==> config.mk <==
export PLATFORM = sky130hd
export DESIGN_NAME = first_fit_block_allocator
export DESIGN_NICKNAME = d
export VERILOG_FILES = /design/src/rtl/core/ffba_pkg.sv /design/src/rtl/core/ffba_table.sv /design/src/rtl/core/first_fit_block_allocator.sv
export SDC_FILE = /design/constraint.sdc
export NUM_CORES = 1
export LEC_CHECK = 0
export BUFFER_PORTS_ARGS = -buffer_cell sky130_fd_sc_hd__buf_2
export CORE_UTILIZATION = 58
export CTS_BUF_LIST = sky130_fd_sc_hd__clkbuf_8
export CTS_CLUSTER_DIAMETER = 150
export CTS_CLUSTER_SIZE = 30
export DETAILED_ROUTE_END_ITERATION = 8
export PLACE_DENSITY = 0.78
export SYNTH_ARGS = -nofsm -noshare
export SYNTH_HDL_FRONTEND = slang
export SYNTH_SLANG_ARGS = --single-unit
==> constraint.sdc <==
create_clock -name clk -period 3.9 [get_ports clk]
set_input_delay 0.975 -clock clk [delete_from_list [all_inputs] [get_ports clk]]
set_output_delay 0.975 -clock clk [all_outputs]
set_load 0.03 [all_outputs]
==> src/rtl/core/ffba_pkg.sv <==
// Shared types and codes for the first-fit block allocator.
// Used by ffba_table and first_fit_block_allocator; depends on nothing else.
`timescale 1ns / 1ps

package ffba_pkg;

  // Field widths fixed by the request and result formats.
  localparam int unsigned ADDR_W  = 8;
  localparam int unsigned SIZE_W  = 9;
  localparam int unsigned OWNER_W = 8;
  localparam int unsigned STAT_W  = 3;
  // Running gap position and the position plus a request length.
  localparam int unsigned POS_W   = 10;
  localparam int unsigned SUM_W   = 11;

  // One table entry, as stored in the entry memory.
  typedef struct packed {
    logic [ADDR_W-1:0]  start;
    logic [SIZE_W-1:0]  length;
    logic [OWNER_W-1:0] owner;
  } entry_t;

  localparam int unsigned ENTRY_W = $bits(entry_t);

  typedef enum logic {
    CMD_ALLOC = 1'b0,
    CMD_FREE  = 1'b1
  } cmd_t;

  typedef enum logic [STAT_W-1:0] {
    ST_OK       = 3'd0,
    ST_ZERO     = 3'd1,
    ST_NOBLOCK  = 3'd2,
    ST_NOTOWNER = 3'd3,
    ST_NOSPACE  = 3'd4
  } status_t;

  typedef enum logic [3:0] {
    S_IDLE,
    S_PRIME,
    S_A_SCAN,
    S_A_FIT,
    S_A_PRIME,
    S_A_SHIFT,
    S_A_INS,
    S_F_SCAN,
    S_F_SHIFT,
    S_FIN
  } state_t;

endpackage

==> src/rtl/core/ffba_table.sv <==
// Entry memory of the first-fit block allocator: one write port and one
// read port with registered read data. Depends on ffba_pkg.
`timescale 1ns / 1ps

module ffba_table #(
  parameter int unsigned DEPTH = 16
) (
  input  logic                           clk,
  input  logic                           wr_en,
  input  logic [$clog2(DEPTH)-1:0]       wr_addr,
  input  ffba_pkg::entry_t               wr_data,
  input  logic [$clog2(DEPTH)-1:0]       rd_addr,
  output ffba_pkg::entry_t               rd_data
);

  ffba_pkg::entry_t mem [DEPTH];

  // Write port.
  always_ff @(posedge clk) begin
    if (wr_en) begin
      mem[wr_addr] <= wr_data;
    end
  end

  // Read port; data appears the cycle after the address.
  always_ff @(posedge clk) begin
    rd_data <= mem[rd_addr];
  end

endmodule

==> src/rtl/core/first_fit_block_allocator.sv <==
// First-fit block allocator top level: request sequencer and result register.
// Depends on ffba_pkg and ffba_table.
`timescale 1ns / 1ps

// The allocator keeps up to MAX_BLOCKS allocated blocks in an entry memory
// sorted by start address. An allocate walks the entries from address 0, one
// entry per cycle through the memory read port, to find the first gap that
// fits, then moves the later entries up by one, one entry per cycle, and
// writes the new block. A free walks the entries to find the start address
// and moves the later entries down by one per cycle. Zero-size allocates and
// allocates to a full table skip the walk; the walks are paced by the single
// read and write port of the entry memory. A finished request waits while the
// previous result still waits in the output register; s_tready is high only
// between requests. Each request gives exactly one result transfer, and a
// new request may be taken while the previous result still waits.
module first_fit_block_allocator #(
  parameter int unsigned MAX_BLOCKS = 16,
  parameter int unsigned MEM_WORDS  = 256
) (
  input  logic        clk,
  input  logic        rst,
  input  logic        s_tvalid,
  output logic        s_tready,
  // s_tdata: alloc_size [8:0], block_address [16:9], owner_id [24:17], zeros above
  input  logic [31:0] s_tdata,
  // s_tuser: cmd [0]
  input  logic [0:0]  s_tuser,
  output logic        m_tvalid,
  input  logic        m_tready,
  // m_tdata: result_address [7:0], status [10:8], zeros above
  output logic [15:0] m_tdata
);

  localparam int unsigned IW = $clog2(MAX_BLOCKS);
  localparam int unsigned CW = $clog2(MAX_BLOCKS + 1);
  localparam int unsigned ADDR_SPACE = (MEM_WORDS < 256) ? MEM_WORDS : 256;

  localparam int unsigned AW = ffba_pkg::ADDR_W;
  localparam int unsigned SW = ffba_pkg::SIZE_W;
  localparam int unsigned OW = ffba_pkg::OWNER_W;
  localparam int unsigned PW = ffba_pkg::POS_W;
  localparam int unsigned UW = ffba_pkg::SUM_W;

  ffba_pkg::state_t  state, state_next;
  ffba_pkg::cmd_t    cmd, cmd_next;
  logic [SW-1:0]     req_size, req_size_next;
  logic [AW-1:0]     req_addr, req_addr_next;
  logic [OW-1:0]     req_owner, req_owner_next;
  logic [CW-1:0]     count, count_next;
  logic [CW-1:0]     idx, idx_next;
  logic [CW-1:0]     ptr, ptr_next;
  logic [PW-1:0]     pos, pos_next;
  logic [AW-1:0]     res_addr, res_addr_next;
  ffba_pkg::status_t res_status, res_status_next;
  logic [AW-1:0]     out_addr, out_addr_next;
  ffba_pkg::status_t out_status, out_status_next;
  logic              out_valid, out_valid_next;

  logic              tbl_wr_en;
  logic [IW-1:0]     tbl_wr_addr;
  ffba_pkg::entry_t  tbl_wr_data;
  logic [IW-1:0]     tbl_rd_addr;
  ffba_pkg::entry_t  tbl_rd_data;

  // Shared adder and compare for the gap search.
  logic [UW-1:0]     need;
  logic [PW-1:0]     entry_end;

  assign need      = UW'(pos) + UW'(req_size);
  assign entry_end = PW'(tbl_rd_data.start) + PW'(tbl_rd_data.length);

  ffba_table #(
    .DEPTH (MAX_BLOCKS)
  ) u_table (
    .clk     (clk),
    .wr_en   (tbl_wr_en),
    .wr_addr (tbl_wr_addr),
    .wr_data (tbl_wr_data),
    .rd_addr (tbl_rd_addr),
    .rd_data (tbl_rd_data)
  );

  // State and control registers.
  always_ff @(posedge clk) begin
    if (rst) begin
      state     <= ffba_pkg::S_IDLE;
      count     <= '0;
      out_valid <= 1'b0;
    end else begin
      state     <= state_next;
      count     <= count_next;
      out_valid <= out_valid_next;
    end
  end

  // Request and result payload registers.
  always_ff @(posedge clk) begin
    cmd        <= cmd_next;
    req_size   <= req_size_next;
    req_addr   <= req_addr_next;
    req_owner  <= req_owner_next;
    idx        <= idx_next;
    ptr        <= ptr_next;
    pos        <= pos_next;
    res_addr   <= res_addr_next;
    res_status <= res_status_next;
    out_addr   <= out_addr_next;
    out_status <= out_status_next;
  end

  assign s_tready = (state == ffba_pkg::S_IDLE);
  assign m_tvalid = out_valid;
  assign m_tdata  = {5'b0, out_status, out_addr};

  // Sequencer: next state, register updates and memory port control.
  always_comb begin
    logic [CW:0] idx_p1;
    logic [CW:0] idx_p2;
    logic [CW:0] ptr_m1;
    logic [CW:0] ptr_m2;
    logic [CW:0] cnt_m1;

    idx_p1 = (CW+1)'(idx) + (CW+1)'(1);
    idx_p2 = (CW+1)'(idx) + (CW+1)'(2);
    ptr_m1 = (CW+1)'(ptr) - (CW+1)'(1);
    ptr_m2 = (CW+1)'(ptr) - (CW+1)'(2);
    cnt_m1 = (CW+1)'(count) - (CW+1)'(1);

    state_next      = state;
    cmd_next        = cmd;
    req_size_next   = req_size;
    req_addr_next   = req_addr;
    req_owner_next  = req_owner;
    count_next      = count;
    idx_next        = idx;
    ptr_next        = ptr;
    pos_next        = pos;
    res_addr_next   = res_addr;
    res_status_next = res_status;
    out_addr_next   = out_addr;
    out_status_next = out_status;
    out_valid_next  = out_valid;

    tbl_wr_en   = 1'b0;
    tbl_wr_addr = idx[IW-1:0];
    tbl_wr_data = tbl_rd_data;
    tbl_rd_addr = idx_p1[IW-1:0];

    // The downstream side takes the pending result.
    if (out_valid && m_tready) begin
      out_valid_next = 1'b0;
    end

    unique case (state)
      ffba_pkg::S_IDLE: begin
        if (s_tvalid) begin
          cmd_next        = ffba_pkg::cmd_t'(s_tuser[0]);
          req_size_next   = s_tdata[SW-1:0];
          req_addr_next   = s_tdata[SW+AW-1:SW];
          req_owner_next  = s_tdata[SW+AW+OW-1:SW+AW];
          res_addr_next   = '0;
          res_status_next = ffba_pkg::ST_OK;
          idx_next        = '0;
          pos_next        = '0;
          if (ffba_pkg::cmd_t'(s_tuser[0]) == ffba_pkg::CMD_FREE) begin
            state_next = ffba_pkg::S_PRIME;
          end else if (s_tdata[SW-1:0] == '0) begin
            res_status_next = ffba_pkg::ST_ZERO;
            state_next      = ffba_pkg::S_FIN;
          end else if (count == CW'(MAX_BLOCKS)) begin
            res_status_next = ffba_pkg::ST_NOSPACE;
            state_next      = ffba_pkg::S_FIN;
          end else begin
            state_next = ffba_pkg::S_PRIME;
          end
        end
      end

      // Fetch the first entry ahead of the walk.
      ffba_pkg::S_PRIME: begin
        tbl_rd_addr = '0;
        state_next  = (cmd == ffba_pkg::CMD_FREE) ? ffba_pkg::S_F_SCAN : ffba_pkg::S_A_SCAN;
      end

      // Gap search: stop at the first entry that starts at or past the need, or at the end of the table.
      ffba_pkg::S_A_SCAN: begin
        if (idx == count) begin
          state_next = ffba_pkg::S_A_FIT;
        end else if (UW'(tbl_rd_data.start) >= need) begin
          state_next = ffba_pkg::S_A_FIT;
        end else begin
          pos_next = entry_end;
          idx_next = idx_p1[CW-1:0];
        end
      end

      // The gap must end inside the usable address space.
      ffba_pkg::S_A_FIT: begin
        if (need > UW'(ADDR_SPACE)) begin
          res_status_next = ffba_pkg::ST_NOSPACE;
          state_next      = ffba_pkg::S_FIN;
        end else if (idx == count) begin
          state_next = ffba_pkg::S_A_INS;
        end else begin
          ptr_next   = count;
          state_next = ffba_pkg::S_A_PRIME;
        end
      end

      // Fetch the last entry before moving entries up.
      ffba_pkg::S_A_PRIME: begin
        tbl_rd_addr = cnt_m1[IW-1:0];
        state_next  = ffba_pkg::S_A_SHIFT;
      end

      // Move entry ptr-1 to ptr, walking down to the insertion point.
      ffba_pkg::S_A_SHIFT: begin
        tbl_wr_en   = 1'b1;
        tbl_wr_addr = ptr[IW-1:0];
        tbl_wr_data = tbl_rd_data;
        tbl_rd_addr = ptr_m2[IW-1:0];
        ptr_next    = ptr_m1[CW-1:0];
        if (ptr_m1[CW-1:0] == idx) begin
          state_next = ffba_pkg::S_A_INS;
        end
      end

      // Write the new block at the insertion point.
      ffba_pkg::S_A_INS: begin
        tbl_wr_en          = 1'b1;
        tbl_wr_addr        = idx[IW-1:0];
        tbl_wr_data.start  = pos[AW-1:0];
        tbl_wr_data.length = req_size;
        tbl_wr_data.owner  = req_owner;
        count_next         = CW'((CW+1)'(count) + (CW+1)'(1));
        res_addr_next      = pos[AW-1:0];
        res_status_next    = ffba_pkg::ST_OK;
        state_next         = ffba_pkg::S_FIN;
      end

      // Free: look for the entry with the given start.
      ffba_pkg::S_F_SCAN: begin
        if (idx == count) begin
          res_status_next = ffba_pkg::ST_NOBLOCK;
          state_next      = ffba_pkg::S_FIN;
        end else if (tbl_rd_data.start == req_addr) begin
          if (tbl_rd_data.owner != req_owner) begin
            res_status_next = ffba_pkg::ST_NOTOWNER;
            state_next      = ffba_pkg::S_FIN;
          end else begin
            state_next = ffba_pkg::S_F_SHIFT;
          end
        end else begin
          idx_next = idx_p1[CW-1:0];
        end
      end

      // Move entry idx+1 down to idx until the end of the table.
      ffba_pkg::S_F_SHIFT: begin
        tbl_rd_addr = idx_p2[IW-1:0];
        if (idx_p1 < (CW+1)'(count)) begin
          tbl_wr_en   = 1'b1;
          tbl_wr_addr = idx[IW-1:0];
          tbl_wr_data = tbl_rd_data;
          idx_next    = idx_p1[CW-1:0];
        end else begin
          count_next      = cnt_m1[CW-1:0];
          res_status_next = ffba_pkg::ST_OK;
          state_next      = ffba_pkg::S_FIN;
        end
      end

      // Hand the result to the output register once it is free.
      ffba_pkg::S_FIN: begin
        if (!out_valid || m_tready) begin
          out_addr_next   = res_addr;
          out_status_next = res_status;
          out_valid_next  = 1'b1;
          state_next      = ffba_pkg::S_IDLE;
        end
      end

      default: begin
        state_next = ffba_pkg::S_IDLE;
      end
    endcase
  end

endmodule

Word-level counts from Yosys, hierarchy flattened. Memories as Yosys holds them, arrays and structs flattened. A register that Yosys moved wholly into a read port is not among the register bits. Cells that the tools add are included.

Flip-flop bits (word level): 78. RAM bits: 400. Input port bits: 37. Output and inout bits: 18. Word-level logic and storage cells: 130. Memories kept: 1.

Add/sub/neg operators: 8. $lt $le $gt $ge: 3. Equality and inequality tests: 29. Multiplexer cells: 54. Reduce and logical (&&, ||, !) cells: 21.

Memories: u_table.mem (words 16, bits a word 25, rd ports 1, clocked after memory_dff 1, write ports 1, RTL line ffba_table.sv:16) `ffba_pkg::entry_t mem [DEPTH];`.

Operators by type and width (count): $mux 4 (13); $mux 5 (9); $pmux 4 s10 (1); $mux 10 (3); $mux 3 (10); $mux 25 (1); $ne 2x2->1 const B (12); $pmux 10 s2 (1); $pmux 5 s2 (2); $pmux 5 s4 (1); $eq 4x3->1 const B (4); $pmux 4 s4 (1); $pmux 8 s2 (1); $pmux 3 s5 (1); $reduce_and 6->1 (2); $add 10x9->11 (1); $ge 8x11->1 (1); $gt 11x9->1 const B (1); $add 8x9->10 (1); $eq 5x5->1 (2); $sub 5x1->5 const B (2); $logic_not 9->1 (1); $ne 3x3->1 const B (3); $eq 4x2->1 const B (2); other kinds (26) (39).

Depth between registers and ports, before layout. Gate-level depths: netlist of the first run.

Word-level depth: 6. Gate-level depth with buffers: 13. Gate-level depth less buffers: 13.

Modules after synthesis. A second synthesis of the first run with hierarchy kept.

Cell total of the unflattened synthesis: 1181. Area total of the unflattened synthesis: 20688.6 sq um.

By module, submodules not included: ffba_table (instances 1, cells an instance 660, area each 15551.2 sq um); first_fit_block_allocator (instances 1, cells an instance 521, area each 5137.4 sq um).

Worst setup path after synthesis of the first run. OpenSTA, ideal clock, no wires.

Path kind: reg2reg. Start point: register idx[1]. End point: memory u_table.mem[10][0] (netlist bit), enable pin. Setup time: 0.407 ns. Arrival: 3.358 ns. Data required time: 3.493 ns. Path slack: 0.135 ns. Stages on the path, launching flop included: 12. Path through: edfxtp_1 > ha_1 > xnor2_1 > inv_1 > ha_1 > o21a_1 > o21a_1 > o21a_1 > o31a_1 > o22ai_1 > nand2b_1 > nor2_1.

Word-level cells in the longest chain between the ends: 6.

RTL lines: start, declared (RTL line first_fit_block_allocator.sv:50) `logic [CW-1:0] idx, idx_next;`; start signal, assigned (RTL line first_fit_block_allocator.sv:102) `idx <= idx_next;`; $add 5x1->6 (RTL line first_fit_block_allocator.sv:123) `idx_p1 = (CW+1)'(idx) + (CW+1)'(1);`; $lt 6x5->1 (RTL line first_fit_block_allocator.sv:261) `if (idx_p1 < (CW+1)'(count)) begin`; $mux 1 (RTL line first_fit_block_allocator.sv:261); $pmux 1 s2 (RTL line first_fit_block_allocator.sv:154) `unique case (state)`; $mux 1 (RTL line ffba_table.sv:20) `if (wr_en) begin`; $mux 1 (not written as such) (RTL line ffba_table.sv:21) `mem[wr_addr] <= wr_data;`; end, declared (RTL line ffba_table.sv:16).

Several ways; a longest one is shown, not always the timed one.

Worst setup path in the final report of the first run.
Start point: register idx[1]. End point: memory u_table.mem[11][6] (netlist bit), enable pin.

The elaborated chain is that of the path after synthesis.

==> metrics.csv, run 1 <==
metric,value,unit
fin_skew,24.6,ps
holdPathEnd,out_addr[6],
hp-class,flip-flop to flip-flop,
holdPathStages,0,
insertion_delay,620,ps
die_height,191,um
clock_path_buffers,3,
antenna-diode-count,0,
grt_max_degree,101,
drc_errors,0,
clkSinkCount,503,
min_from,res_addr[6],
wl_per_cell,25.4,um
grt_use_met3,4.06,%
yosysTopAreaCellShare,67.9,%
reg2reg_slack,300,ps
grt_antenna_before_repair,0,
grt_pass1_wl,65500,um
port_buffers,42,
yosysTopAreaCell,edfxtp_1,
initial_core_util,59.5,%
num_rows,68,
grt_usage,24.5,%
regToRegStartpoint,idx[1],
period_needed,3600,ps
synthCells,1177,
syn_area,20700,um2
nets,1316,
async_reset_ff_share,0,%
startpoint_type,flip-flop,
crit_fanout,25,
fmax,0.278,GHz
syn_to_final_growth,7.46,%
drt_iter0_markers,1255,
grt_pass1_vias,10900,
grt_overflow_total,0,
required,4140,ps
root_buffer,clkbuf_8,
power.density,832,nW/um2
worstMarginPinSlew,1130,ps
maxSlewHeadroom,24.3,%
peakVddDrop,0.551,mV
p_leak,0.00740,uW
layout_common_cells,"edfxtp_1, nand2_1, mux4_2",
final_util,63.9,%
clk_pin_slew,180,ps
drive_above_1_share,20.2,%
period_share,92.2,%
wirelength,43300,um
post_dp_cell_area,21900,um2
yosys_warnings,0,
met1_usage,34.6,%
die_area,36500,um2
dr_total_vias,10900,
ys_ff_latch,503,
cts_resized,0,
htreeDepth,1,
io-pin-count,55,
tns,0,ps
status,completed,
synth_edf_count,468,
ant_nets,0,
core,34800,um2
drv_cap,0,
final_common_cell,edfxtp_1,
die_w,191,um
viasPerCell,6.39,
drt-pass1-iter-count,5,
cp-end-kind,flip-flop,
power,18500,uW
finalHoldViolations,0,
busiest_layer,met2,
place.detailed.hpwl,25800,um
synth-main-ff-cell,edfxtp_1,
post-cts-setup-buffer-count,0,
drv_slew,0,
arrival,3840,ps
rsz0062_at_grt,false,
cts_tree,built,
path_class,flip-flop to flip-flop,
use_met2,40.4,%
r2r_cells,10,
stdcell_area,22200,um2
r2r-end,u_table.mem[11][6],
cts_buffers,20,
ys_seq_area_share,71.3,%
holdBufCountCts,0,
yosys-top-cells-area,"edfxtp_1, mux4_2, dfxtp_1",
synth.avg_cell_area,17.6,um2
setup_viol,0,
routabilityCongestion,0.928,
netlist-cell-type-count,67,
cells in the mapped netlist (all sizes together), types with 18 or more instances:
cell and n:
buf 23, edfxtp 468, mux4 100, nand2 104, a21oi 21, nor2 59
ha 37, xnor2 33, inv 30, a22oi 52, clkbuf 32, dfxtp 35
o21ai 18, xor2 20
power by group:
part / leakage, uW / switching [uW] / total (uW) / internal (uW)
clock network: 0.000219 / 1460 / 1970 / 514
logic: 0.00263 / 5000 / 8910 / 3900
registers: 0.00455 / 393 / 7630 / 7240
kinds of logic after synthesis:
logic type | count (synthesis) | share of synthesized area [%]
flip-flops | 503 | 71.3
multiplexers | 106 | 11.3
adder cells (fa/ha/maj) | 39 | 2.43
AND/OR/NAND/NOR | 227 | 4.90
other | 1 | 0.0181
AO/OA/AOI/OAI | 163 | 5.72
buffers and inverters | 85 | 2.15
XOR/XNOR | 53 | 2.24
how the worst max path moves through the flow:
| stage | startpoint | to | slack (ps) | cells after the start |
|---|---|---|---|---|
| floorplan | idx[1] | u_table.mem[10][0] | 140 | 11 |
| global placement | req_size[0] | pos[0] | 160 | 12 |
| detailed placement | req_size[0] | pos[1] | 180 | 12 |
| CTS | req_size[0] | pos[1] | 110 | 12 |
| global route | req_size[0] | state[2] | 60 | 13 |
| finish | idx[1] | u_table.mem[11][6] | 300 | 10 |
per-layer routing:
layer	part of all wire, %	wire, um
met1	39	17100
met2	50	21400
met3	8.9	3830
met4	2.2	969
met5	0	0
through the flow:
step                      instances  hold slack (ps)  setup slack [ps]
after floorplan                1181              400               135
after global placement         1673              401               160
after CTS                      1707              442               110
final                          1707              435               302
after detailed placement       1673              405               177
after global routing           1707              456              64.4
state kept, by name (all words and copies together), names as in the netlist:
| name | flops |
|---|---|
| u_table.mem | 400 |
| req_size | 9 |
| pos | 10 |
| req_addr | 8 |
| u_table.rd_data | 25 |
| count | 5 |
| out_status | 3 |
| m_tvalid | 1 |
| idx | 5 |
| ptr | 5 |
| state | 4 |
| req_owner | 8 |
| cmd | 1 |
| out_addr | 8 |
| res_addr | 8 |
| res_status | 3 |
worst max-delay path, stage by stage, from the launching register on:
cell and delay (ps):
edfxtp_1 460, ha_1 360, ha_1 280, nor2b_1 130, o21a_1 160, o21a_1 160
o21a_1 190, o31a_1 320, nor2b_1 170, a32oi_1 120, nor2_4 850
area by class of cell:
type	instances	area (um2)
Timing Repair Buffer	92	786
Clock buffer	21	289
Clock inverter	13	53.8
Inverter	30	113
Fill cell	2355	12600
Tap cell	455	569
Multi-Input combinational cell	593	5680
Sequential cell	503	14800
Note: power is estimated with default switching activity, not from simulation.
==> run 2: changes to the inputs <==
- MAX_ROUTING_LAYER: default -> met4
- SKIP_CTS_REPAIR_TIMING: default -> 1
==> run 2 against run 1 <==
Against the previous run: combinational power is 0.6% higher; final cell count about the same; critical path type unchanged; critical endpoint is now pos[1]; routed wire length grew 0.91%; hold slack better by 4.7 ps; register-to-register slack lost 100 ps; critical path depth grew 2; clock power barely moved.
==> metrics.csv, run 2 (synthesis gave the netlist of run 1 again) <==
metric,value,unit
drt_iter0_markers,1145,
combPwrFrac,48.2,%
period_share,94.8,%
finalHoldViolations,0,
cts_tree,built,
die_height,191,um
grt_antenna_before_repair,0,
cp-end-kind,flip-flop,
largest_reg_flops,400,
core,34800,um2
die_area,36500,um2
clk_pin_slew,190,ps
initial_core_util,59.5,%
drv_slew,0,
rsz0062_at_grt,false,
stdcell_area,22300,um2
insertion_delay,620,ps
viasPerCell,6.46,
setup_viol,0,
wl_per_cell,25.6,um
grt_pass1_wl,65600,um
power.switching,6890,uW
hp-class,flip-flop to flip-flop,
drive_above_1_share,19.9,%
n_fill_cell,2380,
maxSlewHeadroom,26.1,%
htreeDepth,1,
root_buffer,clkbuf_8,
status,completed,
cp_common_cell,ha_1,
switching_share,37.1,%
post_dp_cell_area,21900,um2
die_w,191,um
regArea,14800,um2
grt_usage,25.3,%
final_util,64.0,%
seqPwrFrac,41.2,%
required,4210,ps
fin_cells,1706,
final_common_cell,edfxtp_1,
routabilityCongestion,0.949,
power.density,835,nW/um2
crit_chain,ha_1 > fa_1 > a211oi_2 > nor2_1 > xnor2_1 > ha_1 > o211ai_1 > a21oi_1 > a2111oi_1 > o31ai_1 > a311oi_4 > or2_2,
path_class,flip-flop to flip-flop,
regMostFlops,u_table.mem,
crit_fanout,10,
tns,0,ps
port_buffers,42,
layout_common_cells,"edfxtp_1, nand2_1, mux4_2",
peakVddDrop,0.819,mV
clock_path_buffers,3,
fin_skew,30.0,ps
drc_errors,0,
io-pin-count,55,
period_needed,3700,ps
grt_pass1_vias,10900,
antenna-diode-count,0,
wirelength,43700,um
slowest_delay,460,ps
worstMarginPinSlew,1100,ps
p_clk_share,10.6,%
arrival,4010,ps
crit_slowest_cell,edfxtp_1,
cts_buffers,20,
grt_max_degree,48,
grt_overflow_total,0,
multi_input_area,5670,um2
syn_to_final_growth,7.59,%
clkSinkCount,503,
ant_nets,0,
startpoint_type,flip-flop,
power.internal,11700,uW
nets,1314,
placed_cells,1671,
fmax,0.270,GHz
p_leak,0.00740,uW
drt-pass1-iter-count,8,
power,18600,uW
num_rows,68,
place.detailed.hpwl,26500,um
dr_total_vias,11000,
reg_top3,"u_table.mem: 400 flops, u_table.rd_data: 25 flops, pos: 10 flops",
drv_cap,0,
[run 2: metal layers]
| layer | global-route usage (%) | up-vias | wire (um) |
|---|---|---|---|
| li1 | - | 4745 | - |
| met1 | 35.0 | 5686 | 17900 |
| met2 | 40.1 | 533 | 21500 |
| met3 | 3.75 | 64 | 3440 |
| met4 | 5.75 | 0 | 833 |
| met5 | - | - | 0 |
[run 2: through the flow]
step | setup slack (ps) | hold slack, ps
final | 202 | 439
after global routing | 21.3 | 452
after CTS | 83.8 | 441
after detailed placement | 165 | 405
after global placement | 174 | 401
after floorplan | 135 | 400
[run 2: power groups by stage]
stage	Sequential, uW	Clock, uW	Combinational (uW)
after floorplan	7570	0	6650
after global placement	7750	0	8690
after detailed placement	7770	0	8950
after CTS	7640	2000	8970
after global routing	7710	2160	9700
final	7660	1970	8960
[run 2: cell type report]
cell class	count	share of cell area, %
clock buffers	21	1.30
clock inverters	14	0.258
inverters	30	0.506
multi-input cells	593	25.5
flip-flops and latches	503	66.2
well taps	455	2.56
repair buffers	90	3.69
[run 2: final timing paths]
kind / startpoint / to / slack, ps / depth (start not counted)
setup / recovery: req_size[0] / pos[1] / 200 / 12
hold / removal: res_addr[0] / out_addr[0] / 440 / 0
setup reg to reg: req_size[0] / pos[1] / 200 / 12
hold reg to reg: res_addr[0] / out_addr[0] / 440 / 0
[run 2: critical path, delay by kind of cell (launching register included)]
kind            cells  cell delay, ps
compound gates      6            1350
fa+ha+maj           3             960
flops               1             460
simple gates        2             420
xor+xnor            1             190
==> run 3: changes to the inputs <==
==> constraint.sdc (replaced) <==
create_clock -name clk -period 3.9 [get_ports clk]
set_input_delay 0.39 -clock clk [delete_from_list [all_inputs] [get_ports clk]]
set_output_delay 0.39 -clock clk [all_outputs]
set_load 0.03 [all_outputs]
==> run 3 against run 2 <==
Against the previous run: core utilization increased by 0.89 points; critical endpoint is now u_table.mem[10][13]; clock skew is 1.4 ps lower; sequential cell count unchanged; critical path depth unchanged; fmax grew 2.7%; final cell count up 1.5%; routed wire length rose by 0.41%; non-clock buffer count is 27 higher; via count fell by 0.40%; global-route usage grew 0.32 points.
==> metrics.csv, run 3 (synthesis gave the netlist of run 1 again) <==
metric,value,unit
worstSetupPathDepth,12,
fin_skew,28.6,ps
place.detailed.hpwl,26200,um
cts_tree,built,
root_buffer,clkbuf_8,
peakVddDrop,0.660,mV
rsz0062_at_grt,false,
clkSinkCount,503,
startpoint,idx[1],
critPathTopFamily,compound AO/OA/AOI/OAI gates,
maxSlewHeadroom,24.1,%
power.switching,6890,uW
power,18600,uW
grt_overflow_total,0,
initial_core_util,59.5,%
wirelength,43900,um
die_area,36500,um2
viasPerCell,6.34,
num_rows,68,
stdcell_area,22600,um2
core,34800,um2
seqPwrFrac,41.1,%
grt_usage,25.6,%
final_util,64.9,%
holdWs,87.9,ps
switching_share,37.0,%
p_clk_share,10.5,%
period_needed,3600,ps
drv_slew,0,
startpoint_type,flip-flop,
crit_slowest_cell,edfxtp_1,
r2r-end,u_table.mem[10][13],
grt_pass1_wl,66200,um
regArea,14800,um2
tns,0,ps
layout_common_cells,"edfxtp_1, nand2_1, mux4_2",
dr_total_vias,11000,
io-pin-count,55,
required,4200,ps
cts_buffers,20,
largest_reg_flops,400,
min_from,rst,
regMostFlops,u_table.mem,
path_class,flip-flop to flip-flop,
clock_path_buffers,3,
grt_pass1_vias,10900,
reg2reg_slack,300,ps
die_height,191,um
syn_to_final_growth,9.08,%
htreeDepth,1,
clk_pin_slew,180,ps
antenna-diode-count,0,
reg_top3,"u_table.mem: 400 flops, u_table.rd_data: 25 flops, pos: 10 flops",
grt_max_degree,37,
grt_antenna_before_repair,0,
routabilityCongestion,0.890,
wl_per_cell,25.3,um
power.internal,11700,uW
arrival,3900,ps
crit_fanout,25,
drc_errors,0,
port_buffers,42,
n_fill_cell,2296,
insertion_delay,610,ps
combPwrFrac,48.4,%
final_common_cell,edfxtp_1,
finalHoldViolations,0,
power.density,826,nW/um2
nets,1341,
drt_iter0_markers,992,
multi_input_area,5680,um2
slowest_delay,570,ps
endpoint,u_table.mem[10][13],
fmax,0.278,GHz
period_share,92.4,%
die_w,191,um
worstMarginPinSlew,1130,ps
regToRegStartpoint,idx[1],
drive_above_1_share,19.7,%
p_leak,0.00752,uW
status,completed,
cp-end-kind,flip-flop,
crit_chain,ha_1 > nand2_1 > xor2_1 > inv_1 > ha_1 > o21a_1 > o21a_1 > o31a_1 > o22ai_1 > nand2b_1 > nor2_4 > buf_12,
r2r_cells,12,
ant_nets,0,
drt-pass1-iter-count,5,
setup_viol,0,
drv_cap,0,
post_dp_cell_area,22000,um2
hp-class,primary input to flip-flop,
path_buf_inv,2,
==> run 3: changes by cell type in the layout (fill, tap and decap cells not counted) <==
| cell | change |
|---|---|
| dlygate4sd3_1 | +26 |
| buf_12 | +3 |
| buf_4 | -2 |
| a2111oi_1 | -1 |
| a2111oi_2 | +1 |
| inv_1 | -1 |
| or2_2 | -1 |
| or2_4 | +1 |
==> run 3: area by class of cell <==
cell class	count	share of cell area, %
Sequential cell	503	65.3
Clock buffer	21	1.28
Timing Repair Buffer	117	4.99
Inverter	30	0.499
Tap cell	455	2.52
Multi-Input combinational cell	593	25.1
Clock inverter	13	0.238
==> run 3: how the worst min path moves through the flow <==
stage | to | slack, ps | cells after the start
2_1_floorplan | out_addr[0] | 400 | 0
3_3_place_gp | out_addr[6] | 400 | 0
3_5_place_dp | out_addr[0] | 400 | 0
4_1_cts | req_addr[6] | -90 | 1
5_1_grt | count[0] | 70 | 2
6_report | count[2] | 90 | 2
==> run 3: per-layer routing <==
metal / part of all wire (%) / track usage [%]
met5: 0 / -
met4: 2.9 / 7.02
met3: 7.8 / 3.84
met2: 49 / 40.6
met1: 41 / 34.9
==> run 3: power by group through the flow <==
stage               Combinational [uW]  Sequential [uW]  Clock (uW)
floorplan                         6650             7570           0
global placement                  8720             7760           0
detailed placement                8970             7780           0
CTS                               9010             7660        2000
global route                      9810             7730        2180
finish                            9010             7670        1960
==> run 3: through the flow <==
| stage | instances | setup slack (ps) |
|---|---|---|
| after floorplan | 1181 | 135 |
| after global placement | 1672 | 88.7 |
| after detailed placement | 1672 | 153 |
| after CTS | 1706 | 88.5 |
| after global routing | 1732 | 57.9 |
| final | 1732 | 298 |
